--- src/hw/rtl/rotation_matrix_to_quaternion_assert.svh ---
// Assertion macros shared by the modules of the matrix to quaternion block.
// Every module that includes this file has ports named clock and reset.
`ifndef ROTATION_MATRIX_TO_QUATERNION_ASSERT_SVH
`define ROTATION_MATRIX_TO_QUATERNION_ASSERT_SVH

`define RMQ_ASSERT_IMPLIES(label, ante, cons, msg) \
   label: assert property (@(posedge clock) disable iff (reset) (ante) |-> (cons)) \
      else $error(msg);

`define RMQ_ASSERT_ALWAYS(label, cond, msg) \
   `RMQ_ASSERT_IMPLIES(label, 1'b1, cond, msg)

`endif

--- src/hw/rtl/rmq_pkg.sv ---
package rmq_pkg;

   localparam int DATA_WIDTH_DEF = 16;
   localparam int FRAC_BITS_DEF  = 14;

   // Magnitudes entering the square sum are kept below 2**30.
   localparam int MAG_BITS  = 30;
   localparam int NSQ_BITS  = 62;
   localparam int ROOT_BITS = 31;

   localparam int FIFO_DEPTH = 2;

   typedef enum logic {
      STATUS_OK    = 1'b0,
      STATUS_DEGEN = 1'b1
   } status_type;

   typedef struct packed {
      logic       valid;
      status_type status;
   } ctl_type;

   // Width of the signed branch vector entries and of their magnitudes.
   function automatic int mag_width(input int dw, input int fb);
      return ((dw > fb + 1) ? dw : fb + 1) + 3;
   endfunction

   // Width of one queued request: four magnitudes, four signs and the status.
   function automatic int item_width(input int dw, input int fb);
      return 4 * mag_width(dw, fb) + 5;
   endfunction

endpackage

--- src/hw/rtl/rmq_fifo.sv ---
`include "rotation_matrix_to_quaternion_assert.svh"

module rmq_fifo #(
   parameter int WIDTH = rmq_pkg::item_width(rmq_pkg::DATA_WIDTH_DEF, rmq_pkg::FRAC_BITS_DEF)
) (
   input  logic             clock,
   input  logic             reset,
   input  logic             push_valid,
   output logic             push_ready,
   input  logic [WIDTH-1:0] push_data,
   output logic             pop_valid,
   input  logic             pop_ready,
   output logic [WIDTH-1:0] pop_data
);
   localparam int DEPTH = rmq_pkg::FIFO_DEPTH;
   localparam int PTRW  = (DEPTH > 1) ? $clog2(DEPTH) : 1;
   localparam int CW    = $clog2(DEPTH + 1);

   logic [WIDTH-1:0] mem_ff [0:DEPTH-1];
   logic [PTRW-1:0]  wr_ptr_ff, wr_ptr_in;
   logic [PTRW-1:0]  rd_ptr_ff, rd_ptr_in;
   logic [CW-1:0]    count_ff, count_in;
   logic             push;
   logic             pop;

   assign push_ready = (count_ff != CW'(DEPTH));
   assign pop_valid  = (count_ff != '0);
   assign pop_data   = mem_ff[rd_ptr_ff];
   assign push       = push_valid && push_ready;
   assign pop        = pop_valid && pop_ready;

   always_comb begin
      wr_ptr_in = wr_ptr_ff;
      rd_ptr_in = rd_ptr_ff;
      count_in  = count_ff;
      if (push) begin
         wr_ptr_in = (wr_ptr_ff == PTRW'(DEPTH - 1)) ? '0 : wr_ptr_ff + 1'b1;
      end
      if (pop) begin
         rd_ptr_in = (rd_ptr_ff == PTRW'(DEPTH - 1)) ? '0 : rd_ptr_ff + 1'b1;
      end
      if (push && !pop) begin
         count_in = count_ff + 1'b1;
      end else if (pop && !push) begin
         count_in = count_ff - 1'b1;
      end
   end

   always_ff @(posedge clock) begin
      if (reset) begin
         wr_ptr_ff <= '0;
         rd_ptr_ff <= '0;
         count_ff  <= '0;
      end else begin
         wr_ptr_ff <= wr_ptr_in;
         rd_ptr_ff <= rd_ptr_in;
         count_ff  <= count_in;
      end
   end

   always_ff @(posedge clock) begin
      if (push) begin
         mem_ff[wr_ptr_ff] <= push_data;
      end
   end

   `RMQ_ASSERT_ALWAYS(a_count_bound, count_ff <= CW'(DEPTH), "queue holds more than its depth")
   `RMQ_ASSERT_IMPLIES(a_full_no_pop, (count_ff == CW'(DEPTH)) && !pop, !push, "push into full queue")

endmodule

--- config.mk ---
export PLATFORM = sky130hd
export DESIGN_NAME = rmq_fifo
export DESIGN_NICKNAME = d
export VERILOG_FILES = /design/src/hw/rtl/rmq_pkg.sv /design/src/hw/rtl/rmq_fifo.sv
export VERILOG_INCLUDE_DIRS = /design/src /design/src/hw/rtl
export SDC_FILE = /design/constraint.sdc
export NUM_CORES = 1
export LEC_CHECK = 0
export ABC_AREA = 1
export BUFFER_PORTS_ARGS = -buffer_cell sky130_fd_sc_hd__buf_4
export CAP_MARGIN = 20
export CORE_ASPECT_RATIO = 1.75
export CORE_MARGIN = 8
export CORE_UTILIZATION = 50
export DETAILED_ROUTE_END_ITERATION = 7
export PLACE_DENSITY = 0.76
export SLEW_MARGIN = 40
export SYNTH_ARGS = -nofsm -noshare
export SYNTH_HDL_FRONTEND = slang
export SYNTH_SLANG_ARGS = --single-unit
--- constraint.sdc ---
create_clock -name clock -period 12.9 [get_ports clock]
set_input_delay 0 -clock clock [delete_from_list [all_inputs] [get_ports clock]]
set_output_delay 0 -clock clock [all_outputs]
set_load 0.01 [all_outputs]
## After elaboration in Yosys (flattened, before gate mapping)

Memories as Yosys holds them, arrays and structs flattened. A register that Yosys moved wholly into a read port is not among the register bits.
Index checks and enable logic that the tools add are counted.

- Bitwise operators: 0
- $lt $le $gt $ge: 0
- Div/mod/pow operators: 0
- Eq/ne operators: 1
- Muxes and demuxes: 8
- Shift operators: 0
- Multiply operators: 0
- Reductions and logical operators: 8
- Add/sub/neg operators: 4

Operator list:

| kind | number |
|---|---|
| $mux 1 | 6 |
| $logic_and 1x1->1 | 4 |
| $mux 2 | 2 |
| $reduce_bool 2->1 | 2 |
| $add 1x1->1 const B | 2 |
| $add 2x1->2 const B | 1 |
| $logic_not 1->1 | 2 |
| $ne 2x2->1 const B | 1 |
| $sub 2x1->2 const B | 1 |

- Memories: 1
- ROM bits: 0
- Output and inout port bits: 83
- Register bits after elaboration: 4
- Latch bits: 0
- Word-level logic and storage cells: 25
- Bits in writable memories: 162

Memory list:

| name | words | bits a word | rd ports | clocked after memory_dff | write ports | RTL line | source |
|---|---|---|---|---|---|---|---|
| mem_ff | 2 | 81 | 1 | 1 | 1 | rmq_fifo.sv:19 | `logic [WIDTH-1:0] mem_ff [0:DEPTH-1];` |

## Depth between registers and ports, before layout

Gate-level depths: netlist of run 1.

- Depth in word-level cells: 6
- Mapped depth: 11

## Worst setup path after synthesis of run 1

No wires, ideal clock.

- Path type: reg2reg
- Start point: register count_ff[0]
- End point: memory mem_ff[0][0] (netlist name) (enable)
- Data arrival time: 3.989 ns
- Data required time: 12.379 ns
- Slack: 8.390 ns
- Path buffers: 0
- Cell stages (with the launch flop): 5
- Library setup time: 0.521 ns
- Path through: dfxtp_1 -> inv_1 -> nand2_1 -> nand2_1 -> nor2_1

- Word-level cells in the longest chain between the ends: 4

Ends and longest elaborated chain:

| what | RTL line | source |
|---|---|---|
| from (decl) | rmq_fifo.sv:22 | `logic [CW-1:0] count_ff, count_in;` |
| from (signal assigned) | rmq_fifo.sv:57 | `count_ff <= count_in;` |
| $ne 2x2->1 | rmq_fifo.sv:26 | `assign push_ready = (count_ff != CW'(DEPTH));` |
| via push_ready | rmq_fifo.sv:9 | `output logic push_ready,` |
| $logic_and 1x1->1 | rmq_fifo.sv:29 | `assign push = push_valid && push_ready;` |
| $mux 1 | rmq_fifo.sv:62 | `if (push) begin` |
| $mux 1 (implied by the code) | rmq_fifo.sv:63 | `mem_ff[wr_ptr_ff] <= push_data;` |
| to (decl) | rmq_fifo.sv:19 |  |

The timed path passes the listed nets, and every way through them passes these cells.

==> results of run 1 <==
-- cell type report --
cell class / count / area, sq um / area share
Sequential cell: 167 / 4969 / 0.5356
Timing Repair Buffer: 254 / 2125 / 0.2290
Multi-Input combinational cell: 105 / 1336 / 0.1441
Clock buffer: 18 / 429.2 / 0.04626
Tap cell: 171 / 214.0 / 0.02306
Clock inverter: 14 / 173.9 / 0.01875
Inverter: 8 / 30.03 / 0.003237
-- what timing repair did --
| item | in CTS | in global routing |
|---|---|---|
| buffers inserted | 0 | 0 |
| hold endpoints to repair | 167 | 0 |
| setup endpoints to repair | 0 | 0 |
| hold buffers | 84 | 0 |
-- kinds of logic after synthesis --
logic type,after synthesis,share of synthesized area
DFF,167,0.7653
muxes,81,0.1869
and+or+nand+nor,19,0.01177
buffers and inverters,17,0.03105
AOI/OAI and AO/OA,4,0.003086
adders and majority gates,1,0.001928
-- per-stage QoR --
step	cell area, sq um	setup slack [ps]	power [W]	util
after floorplan	6487	8390	0.001006	-
after global placement	7825	10740	0.001150	0.6113
after detailed placement	7833	10720	0.001163	0.6119
after CTS	9276	10280	0.001690	0.7247
final	9276	10320	0.001674	0.7247
after global routing	9276	10200	0.001741	0.7247
-- cell usage after synthesis --
| master | n | share of area |
|---|---|---|
| dfxtp_1 | 5 | 0.015 |
| o21ai_0 | 2 | 0.0015 |
| buf_12 | 8 | 0.025 |
| nand3_1 | 2 | 0.0015 |
| mux2_4 | 80 | 0.19 |
| nand2_1 | 9 | 0.0052 |
| buf_6 | 1 | 0.0017 |
| edfxtp_1 | 162 | 0.75 |
| nor2_1 | 7 | 0.0041 |
| mux2_2 | 1 | 0.0017 |
| inv_1 | 8 | 0.0046 |
| a21oi_1 | 2 | 0.0015 |
| ha_1 | 1 | 0.0019 |
| nand4_1 | 1 | 0.00096 |
-- flip-flops by register name (all words and copies together), names as in the netlist, named ones only --
signal     flops
mem_ff       162
count_ff       2
rd_ptr_ff      1
wr_ptr_ff      1
-- cells in the final DEF (no fill, tap or decap), drive strengths merged --
master,instances
clkinv,6
inv,11
buf,170
nand2,9
clkbuf,18
ha,1
bufinv,3
mux2,81
nand4,1
dfxtp,5
clkinvlp,2
edfxtp,162
a21oi,2
o21ai,2
nand3,2
nor2,7
dlygate4sd3,84
-- routing by layer --
metal,GRT usage,up-vias
li1,-,1647
met1,0.1563,1704
met2,0.3016,117
met3,0.04259,24
met4,0.07969,0
met5,0,-
-- how the worst max path moves through the flow --
stage | start | end | slack [ps]
global placement | flip-flop | pop_data[60] | 10740
detailed placement | flip-flop | pop_data[60] | 10720
CTS | flip-flop | pop_data[60] | 10280
global route | flip-flop | pop_data[60] | 10200
finish | flip-flop | pop_data[60] | 10320
floorplan | count_ff[0] | mem_ff[0][0] | 8390
-- worst reg2reg max path, delay by kind of cell, from the launching register on --
kind | cells | cell delay [ps]
buffers and inverters | 2 | 640
flip-flops | 1 | 330
AND/OR/NAND/NOR | 3 | 400
-- power breakdown --
part	leakage [nW]	internal (W)	switching, W
Sequential	1.55	0.000687	0.0000361
Clock	0.290	0.000307	0.000199
Combinational	1.85	0.000251	0.000194
==> key figures, run 1 <==
Status
  • Status: finished, final reports clean

Worst setup path
  • Most used cell, CP: buf_4
  • Worst-path fanout max: 45
  • Worst R2R Path Depth: 5
  • Worst R2R Setup Slack: approximately 11000 ps
  • WP data arrival: between 2000 and 3000 ps
  • Required @ worst endpoint: 12900 ps
  • Reg2reg end: mem_ff[1][69]
  • Crit path max-delay family: buffers and inverters
  • Critical Path Source Type: flip-flop
  • Critical path class: reg -> out
  • Reg-to-reg startpoint: count_ff[0]
  • WP buf/inv: 2
  • Slowest stage delay, CP: between 700 and 800 ps
  • Crit-path slowest cell: dfxtp_4
  • CP endpoint kind: output port
  • CP Cell Sequence: buf_4, mux2_2, buf_4
  • Crit. path cell count: 3

Floorplanning
  • Starting Density: 0.5068
  • Die area: around 17000 sq um
  • # rows: between 50 and 60
  • Die width: 102.1 um
  • Core area: between 10000 and 15000 sq um
  • I/O pin total: 168
  • DIE HEIGHT: between 150 and 200 um

Global routing
  • Grt ovf: 0
  • Largest net degree at the start of global routing: around 80
  • Number of global-route vias before repair: around 4000
  • All-Layer GR Usage: 0.1625
  • Initial antenna violation count: 0
  • First-pass GRT wire length: just over 20000 um

Synthesis
  • Yosys cell types: 14
  • Cells after Synth: approximately 290
  • YS warnings: 0
  • Syn avg cell area: around 22 sq um
  • Register area share after synthesis: 0.7653
  • Mapped Area: 6487 sq um
  • Syn Nets: 375
  • #FFs+latches synth: 167

Routing
  • Initial DRC count: 140
  • Drt wl/cell: around 18 um
  • Top Metal Used: met4
  • Via count: around 3500
  • Final WL: between 10000 and 15000 um
  • TritonRoute pass-1 iters: 4
  • DRT antenna net count: 0
  • Via-to-Cell Ratio: 4.738
  • WL met2: 7704 um
  • Drt drc: 0
  • M1 WL: 4667 um
  • Met3 wire len: 718 um

Clock network
  • CTS Buffer Depth: 2
  • CTS tree: yes
  • Skew-Pair Late Insertion Delay: 410 ps
  • Post-cts resize count: 0
  • Reg clk slew, reported paths: 60 ps
  • CTS Buf Count: 17
  • H-tree lvl count: 4
  • CTS Root Cell: clkbuf_16
  • CTS sink cnt: approximately 170

Min path
  • Worst hold start: push_valid
  • Hold path depth: 4
  • WHS Endpoint: wr_ptr_ff
  • HP Class: in -> reg

Cells and area
  • Layout area overhead: 42.99%
  • Final #Nets: approximately 640
  • Antenna cells: 0
  • # fillers: 796
  • Layout Cells excl Fill: 737
  • Share of layout cells above drive strength 1: 0.5018

Timing
  • Final Hold Viols: 0
  • Fin crit period: 2583 ps
  • Setup tns final: 0 ps
  • Fmax: approximately 0.39 GHz
  • Clk_skew: 7.674 ps
  • RSZ-0062 raised after global routing: false
  • Worst-margin pin slew: roughly 840 ps
  • Fin crit share: 0.2002
  • Final-report setup violation count: 0
  • Max-slew violations: 0
  • Worst hold margin: around 84 ps
  • Max-slew headroom: 0.4415

Placement
  • Placed insts: between 600 and 700
  • Port bufs: roughly 170
  • GPL Wtd Cong: 0.7359
  • Final HPWL DP: about 8600 um

Power and ir drop
  • Leak: 3.688 nW
  • VDD IR max: approximately 0.15 mV
  • PwrDens: about 180 nW/um^2

Run
  • Max Cap Viol: 0
No activity file was read; power rests on OpenSTA's default activity.
==> inputs of run 2 (changes only) <==
--- a/config.mk
+++ b/config.mk
@@ -11,9 +11,9 @@
 export CAP_MARGIN = 20
 export CORE_ASPECT_RATIO = 1.75
 export CORE_MARGIN = 8
-export CORE_UTILIZATION = 50
+export CORE_UTILIZATION = 47
 export DETAILED_ROUTE_END_ITERATION = 7
-export PLACE_DENSITY = 0.76
+export PLACE_DENSITY = 0.75
 export SLEW_MARGIN = 40
 export SYNTH_ARGS = -nofsm -noshare
 export SYNTH_HDL_FRONTEND = slang
==> constraint.sdc (replaced) <==
create_clock -name clock -period 2.2 [get_ports clock]
set_input_delay 0 -clock clock [delete_from_list [all_inputs] [get_ports clock]]
set_output_delay 0 -clock clock [all_outputs]
set_load 0.01 [all_outputs]
==> run 2 against run 1 <==
Effect of this change:
- sequential power increased to 5.8 times the previous value
- final cell count increased by 1.8%
- combinational power increased to 6.2 times the previous value
- clock power increased to 5.8 times the previous value
- flip-flop and latch count unchanged
- sequential share of layout area decreased by 0.49 points
- via count increased by 1.4%
- final area increased by 0.92%
- largest cell class unchanged
- critical endpoint is now pop_data[74]
- non-clock buffer count increased by 3
==> key figures, run 2 (synthesis results as in run 1) <==
Clock network
  • Skew-Pair Late Insertion Delay: 420 ps (was 410 ps)
  • CTS sink cnt: 167 (unchanged)
  • Reg clk slew, reported paths: 60 ps (about the same)
  • Post-cts resize count: 0 (unchanged)
  • CTS tree: yes (unchanged)
  • CTS Buffer Depth: 2 (unchanged)
  • CTS Root Cell: clkbuf_16 (unchanged)
  • H-tree lvl count: 4 (unchanged)
  • CTS Buf Count: 17 (unchanged)

Timing
  • RSZ-0062 raised after global routing: false (unchanged)
  • Final worst slack: 427.5 ps (was 10320 ps)
  • Max-slew headroom: 0.7509 (was 0.4415)
  • Final-report setup violation count: 0 (unchanged)
  • Setup tns final: 0 ps (unchanged)
  • Fin crit period: between 1500 and 2000 ps
  • Max-slew violations: 0 (unchanged)
  • Worst-margin pin slew: 373.7 ps (was 837.8 ps)
  • Fin crit share: 0.8057
  • Fmax: between 0.5 and 0.6 GHz
  • Clk_skew: 7.545 ps (was 7.674 ps)
  • Final Hold Viols: 0 (unchanged)
  • Worst hold margin: 23.69 ps (was 84.06 ps)

Routing
  • Initial DRC count: 169 (was 140)
  • Drt drc: 0 (unchanged)
  • Via-to-Cell Ratio: 4.720 (was 4.738)
  • Via count: 3540 (was 3492)
  • Drt wl/cell: 18.53 um (was 18.30 um)
  • DRT antenna net count: 0 (unchanged)
  • Final WL: 13900 um (was 13490 um)
  • TritonRoute pass-1 iters: 6 (was 4)

Global routing
  • First-pass GRT wire length: 21140 um (was 20710 um)
  • Number of global-route vias before repair: 3992 (was 3978)
  • Initial antenna violation count: 4 (was 0)
  • All-Layer GR Usage: 0.1572 (was 0.1625)
  • Largest net degree at the start of global routing: 62 (was 82)
  • Grt ovf: 0 (unchanged)

Worst setup path
  • Worst-path fanout max: 14 (was 45)
  • Crit-path slowest cell: dfxtp_4 (unchanged)
  • Worst R2R Path Depth: 5 (unchanged)
  • WP buf/inv: 2 (unchanged)
  • Reg-to-reg startpoint: count_ff[0] (unchanged)
  • Crit path max-delay family: flip-flops (was buffers and inverters)
  • CP Cell Sequence: buf_4, mux2_4, buf_4 (was buf_4, mux2_2, buf_4)
  • Required @ worst endpoint: 2200 ps (was 12900 ps)
  • Reg2reg end: mem_ff[1][6] (was mem_ff[1][69])
  • CP endpoint kind: output port (unchanged)
  • Worst R2R Setup Slack: 800 ps (was 11060 ps)
  • Critical path class: reg -> out (unchanged)
  • Slowest stage delay, CP: 520 ps (was 790 ps)
  • WP data arrival: 1770 ps (was 2580 ps)
  • Critical Path Source Type: flip-flop (unchanged)
  • Most used cell, CP: buf_4 (unchanged)

Power and ir drop
  • Clock power share: 0.298 (was 0.302)
  • Net Sw Frac: 0.2649 (was 0.2565)
  • Leak: 3.717 nW (was 3.688 nW)
  • Portion of total power attributed to combinational logic: 0.278 (was 0.266)
  • Net Sw Power: 0.002612 W (was 0.0004293 W)
  • PwrDens: 1054 nW/um^2 (was 180.4 nW/um^2)
  • Sequential share of power: 0.424 (was 0.432)
  • VDD IR max: 0.7763 mV (was 0.1473 mV)
  • Pint: 0.007251 W (was 0.001245 W)
  • PnR Total Power: 0.009864 W (was 0.001674 W)

Cells and area
  • Layout area overhead: 44.30% (was 42.99%)
  • Final instance area: 9361 sq um (was 9276 sq um)
  • Final #Nets: 642 (was 639)
  • # fillers: 922 (was 796)
  • Multi-input gate area: 1351 sq um (was 1336 sq um)
  • Share of layout cells above drive strength 1: 0.5132 (was 0.5018)
  • Biggest regs: mem_ff: 162 flops, count_ff: 2 flops (unchanged)
  • Top reg by flops: mem_ff (unchanged)
  • Commonest non-fill, non-tap cell in the layout: buf_4 (unchanged)
  • Flip-flop count of the largest register after layout: 162 (unchanged)
  • Seq. cell area: 4969 sq um (unchanged)
  • Most frequent cells in the layout: buf_4, edfxtp_1, dlygate4sd3_1 (unchanged)

Min path
  • HP Class: in -> reg (unchanged)
  • Worst hold start: push_valid (unchanged)
  • WHS Endpoint: wr_ptr_ff (unchanged)
  • Hold path depth: 5 (was 4)

Floorplanning
  • # rows: 57 (was 55)
  • Die area: 17970 sq um (was 17020 sq um)
  • Starting Density: 0.4738 (was 0.5068)
  • I/O pin total: 168 (unchanged)
  • DIE HEIGHT: 171.4 um (was 166.7 um)
  • Die width: 104.8 um (was 102.1 um)
  • Core area: 13690 sq um (was 12800 sq um)

Placement
  • Final HPWL DP: 9258 um (was 8586 um)
  • Port bufs: 167 (unchanged)
  • Post-DP Area: 7928 sq um (was 7833 sq um)
  • GPL Wtd Cong: 0.7283 (was 0.7359)
  • Dpl ws: 794.8 ps (was 10720 ps)

Status
  • Status: finished, final reports clean (unchanged)

Run
  • Max Cap Viol: 0 (unchanged)
## run 2: metrics by stage
step | util | std cells
CTS | 0.6829 | 746
global route | 0.6837 | 750
finish | 0.6837 | 750
floorplan | - | 289
global placement | 0.5789 | 631
detailed placement | 0.5789 | 631
## run 2: power by group through the flow
stage               Clock, W  Combinational [W]  Sequential (W)
floorplan                  0            0.00170         0.00419
global placement           0            0.00261         0.00423
detailed placement         0            0.00266         0.00426
CTS                  0.00302            0.00279         0.00419
global route         0.00313            0.00291         0.00422
finish               0.00294            0.00274         0.00419
## run 2: worst max path at each step
stage / to / slack (ps) / depth (start not counted)
after floorplan: mem_ff[0][0] / 20 / 4
after CTS: pop_data[51] / 390 / 3
after global routing: pop_data[74] / 360 / 3
after global placement: mem_ff[1][61] / 820 / 5
after detailed placement: mem_ff[1][71] / 790 / 5
final: pop_data[74] / 430 / 3
## run 2: worst register-to-register path, delay by kind of cell, from the launching register on
kind	cells	cell delay, ps
DFF	1	350
and+or+nand+nor	3	260
buffers and inverters	2	430
## run 2: what timing repair did
item                      CTS  global route
buffers inserted            0             0
hold endpoints to repair  167             0
hold buffers               83             0
## run 2: area by class of cell
cell class                      instances  share of cell area
Sequential cell                       167              0.5307
Timing Repair Buffer                  257              0.2336
Multi-Input combinational cell        105              0.1443
Clock buffer                           18             0.04584
Tap cell                              177             0.02366
Clock inverter                         14             0.01751
Inverter                                8            0.003208
Antenna cell                            4            0.001069
## run 2: layer usage
layer | vias up | part of all wire | global-route usage
met1 | 1733 | 0.34 | 0.1431
li1 | 1662 | - | -
met4 | 0 | 0.037 | 0.09551
met2 | 115 | 0.58 | 0.2961
met3 | 30 | 0.049 | 0.04839
met5 | - | 0 | 0
==> inputs of run 3 (changes only) <==
==> constraint.sdc (replaced) <==
create_clock -name clock -period 1.6 [get_ports clock]
set_input_delay 0 -clock clock [delete_from_list [all_inputs] [get_ports clock]]
set_output_delay 0 -clock clock [all_outputs]
set_load 0.01 [all_outputs]
==> run 3 against run 2 <==
Effect of this change:
- die area did not move
- first-iteration DRC count fell by 20%
- via count up 0.99%
- critical endpoint is now pop_data[75]
- largest power group unchanged
- highest routed layer unchanged
==> key figures, run 3 (synthesis results as in run 1) <==
Global routing
  • All-Layer GR Usage: 0.1568 (was 0.1572)
  • First-pass GRT wire length: 21270 um (was 21140 um)
  • Number of global-route vias before repair: 4057 (was 3992)
  • Initial antenna violation count: 1 (was 4)
  • Grt ovf: 0 (unchanged)
  • Largest net degree at the start of global routing: 66 (was 62)

Status
  • Status: finished, final reports clean (unchanged)

Cells and area
  • Commonest non-fill, non-tap cell in the layout: edfxtp_1 (was buf_4)
  • Final #Nets: 645 (was 642)
  • Biggest regs: mem_ff: 162 flops, count_ff: 2 flops (unchanged)
  • Layout Cells excl Fill: 751 (was 750)
  • # fillers: 889 (was 922)
  • Flip-flop count of the largest register after layout: 162 (unchanged)
  • Post-layout util: 0.6957 (was 0.6837)
  • Most frequent cells in the layout: edfxtp_1, buf_4, dlygate4sd3_1 (was buf_4, edfxtp_1, dlygate4sd3_1)
  • Layout area overhead: 46.85% (was 44.30%)
  • Top reg by flops: mem_ff (unchanged)
  • Share of layout cells above drive strength 1: 0.5175 (was 0.5132)

Clock network
  • CTS Buffer Depth: 2 (unchanged)
  • CTS Buf Count: 17 (unchanged)
  • CTS tree: yes (unchanged)
  • Postcts setup bufs: 0 (unchanged)
  • CTS Root Cell: clkbuf_16 (unchanged)
  • H-tree lvl count: 4 (unchanged)
  • Reg clk slew, reported paths: 60 ps (about the same)
  • Skew-Pair Late Insertion Delay: 410 ps (was 420 ps)
  • CTS sink cnt: 167 (unchanged)

Placement
  • GPL Wtd Cong: 0.7604 (was 0.7283)
  • Port bufs: 167 (unchanged)
  • Placed insts: 632 (was 631)
  • Final HPWL DP: 9148 um (was 9258 um)

Run
  • Max Cap Viol: 0 (unchanged)

Worst setup path
  • Reg-to-reg startpoint: count_ff[0] (unchanged)
  • Critical Path Source Type: flip-flop (unchanged)
  • Reg2reg end: count_ff[1] (was mem_ff[1][6])
  • Required @ worst endpoint: 1600 ps (was 2200 ps)
  • Critical path class: reg -> out (unchanged)
  • Worst R2R Path Depth: 10 (was 5)
  • Worst R2R Setup Slack: 120 ps (was 800 ps)
  • CP endpoint kind: output port (unchanged)
  • Worst-path fanout max: 41 (was 14)
  • WP data arrival: 1590 ps (was 1770 ps)

Routing
  • Final WL: 14270 um (was 13900 um)
  • Via count: 3575 (was 3540)
  • DRT antenna net count: 0 (unchanged)
  • TritonRoute pass-1 iters: 4 (was 6)
  • Initial DRC count: 135 (was 169)
  • Via-to-Cell Ratio: 4.760 (was 4.720)
  • Drt wl/cell: 19.00 um (was 18.53 um)
  • Drt drc: 0 (unchanged)

Min path
  • Hold path depth: 2 (was 5)
  • HP Class: in -> reg (unchanged)
  • WHS Endpoint: mem_ff[1][57] (was wr_ptr_ff)
  • Worst hold start: push_data[57] (was push_valid)

Floorplanning
  • Starting Density: 0.4738 (unchanged)
  • # rows: 57 (unchanged)
  • Die area: 17970 sq um (unchanged)
  • Die width: 104.8 um (unchanged)
  • Core area: 13690 sq um (unchanged)
  • I/O pin total: 168 (unchanged)
  • DIE HEIGHT: 171.4 um (unchanged)

Timing
  • Max-slew violations: 0 (unchanged)
  • Fmax: 0.6308 GHz
  • Clk_skew: 8.349 ps (was 7.545 ps)
  • Setup tns final: 0 ps (unchanged)
  • Fin crit share: 0.9908
  • Final Hold Viols: 0 (unchanged)
  • Worst-margin pin slew: 365.5 ps (was 373.7 ps)
  • Max-slew headroom: 0.7563 (was 0.7509)
  • Final-report setup violation count: 0 (unchanged)
  • RSZ-0062 raised after global routing: true (was false)
  • Fin crit period: ~1600 ps

Power and ir drop
  • PwrDens: 1429 nW/um^2 (was 1054 nW/um^2)
  • VDD IR max: 1.110 mV (was 0.7763 mV)
  • Leak: 3.770 nW (was 3.717 nW)
## run 3: area by class of cell
| cell class | instances | area [sq um] | share of cell area |
|---|---|---|---|
| sequential | 167 | 4971 | 0.5218 |
| timing repair buffer | 260 | 2389 | 0.2507 |
| multi-input combinational | 105 | 1358 | 0.1425 |
| clock buffer | 18 | 429.2 | 0.04505 |
| tap | 177 | 221.5 | 0.02325 |
| clock inverter | 14 | 123.9 | 0.01300 |
| inverter | 8 | 30.03 | 0.003152 |
| antenna | 2 | 5.005 | 0.0005253 |
## run 3: worst max-delay path, cell delays in order, from the launching register on
cell	delay (ps)
dfxtp_4	390
buf_16	270
mux2_4	350
buf_6	120
## run 3: where the power goes
group | internal [W] | leakage, nW | switching (W)
clock | 0.00215 | 0.265 | 0.00159
sequential | 0.00553 | 1.55 | 0.000186
combinational | 0.00233 | 1.95 | 0.00182
total | 0.0100 | 3.77 | 0.00360
## run 3: how the worst max path moves through the flow
| stage | start | end | slack [ps] | cells after the start |
|---|---|---|---|---|
| 5_1_grt | flip-flop | pop_data[73] | -40 | 3 |
| 4_1_cts | flip-flop | pop_data[73] | -20 | 3 |
| 2_1_floorplan | count_ff[0] | mem_ff[0][0] | -560 | 4 |
| 6_report | flip-flop | pop_data[75] | 10 | 3 |
| 3_5_place_dp | count_ff[1] | count_ff[1] | 200 | 8 |
| 3_3_place_gp | count_ff[0] | mem_ff[1][35] | 280 | 5 |
## run 3: through the flow
| stage | hold WS [ps] | worst slack, ps | total power (W) | instance area (sq um) |
|---|---|---|---|---|
| final | 314.8 | 14.70 | 0.01361 | 9527 |
| after global placement | 184.7 | 275.3 | 0.009454 | 7949 |
| after floorplan | 98.87 | -556.6 | 0.008094 | 6519 |
| after detailed placement | 187.5 | 204.0 | 0.009545 | 7949 |
| after global routing | 307.3 | -36.38 | 0.01415 | 9524 |
| after CTS | 297.6 | -18.84 | 0.01372 | 9514 |
## run 3: layer usage
layer,GRT usage,part of all wire
met1,0.1340,0.32
met2,0.3188,0.61
met3,0.03938,0.043
met4,0.07928,0.023
met5,0,0
## run 3: repair_timing
item / CTS / global route
gates resized for setup: 42 / 3
setup endpoints to repair: 41 / 45
endpoints found under the hold margin: 167 / 0
pin swaps: 0 / 0
hold buffers: 85 / 0
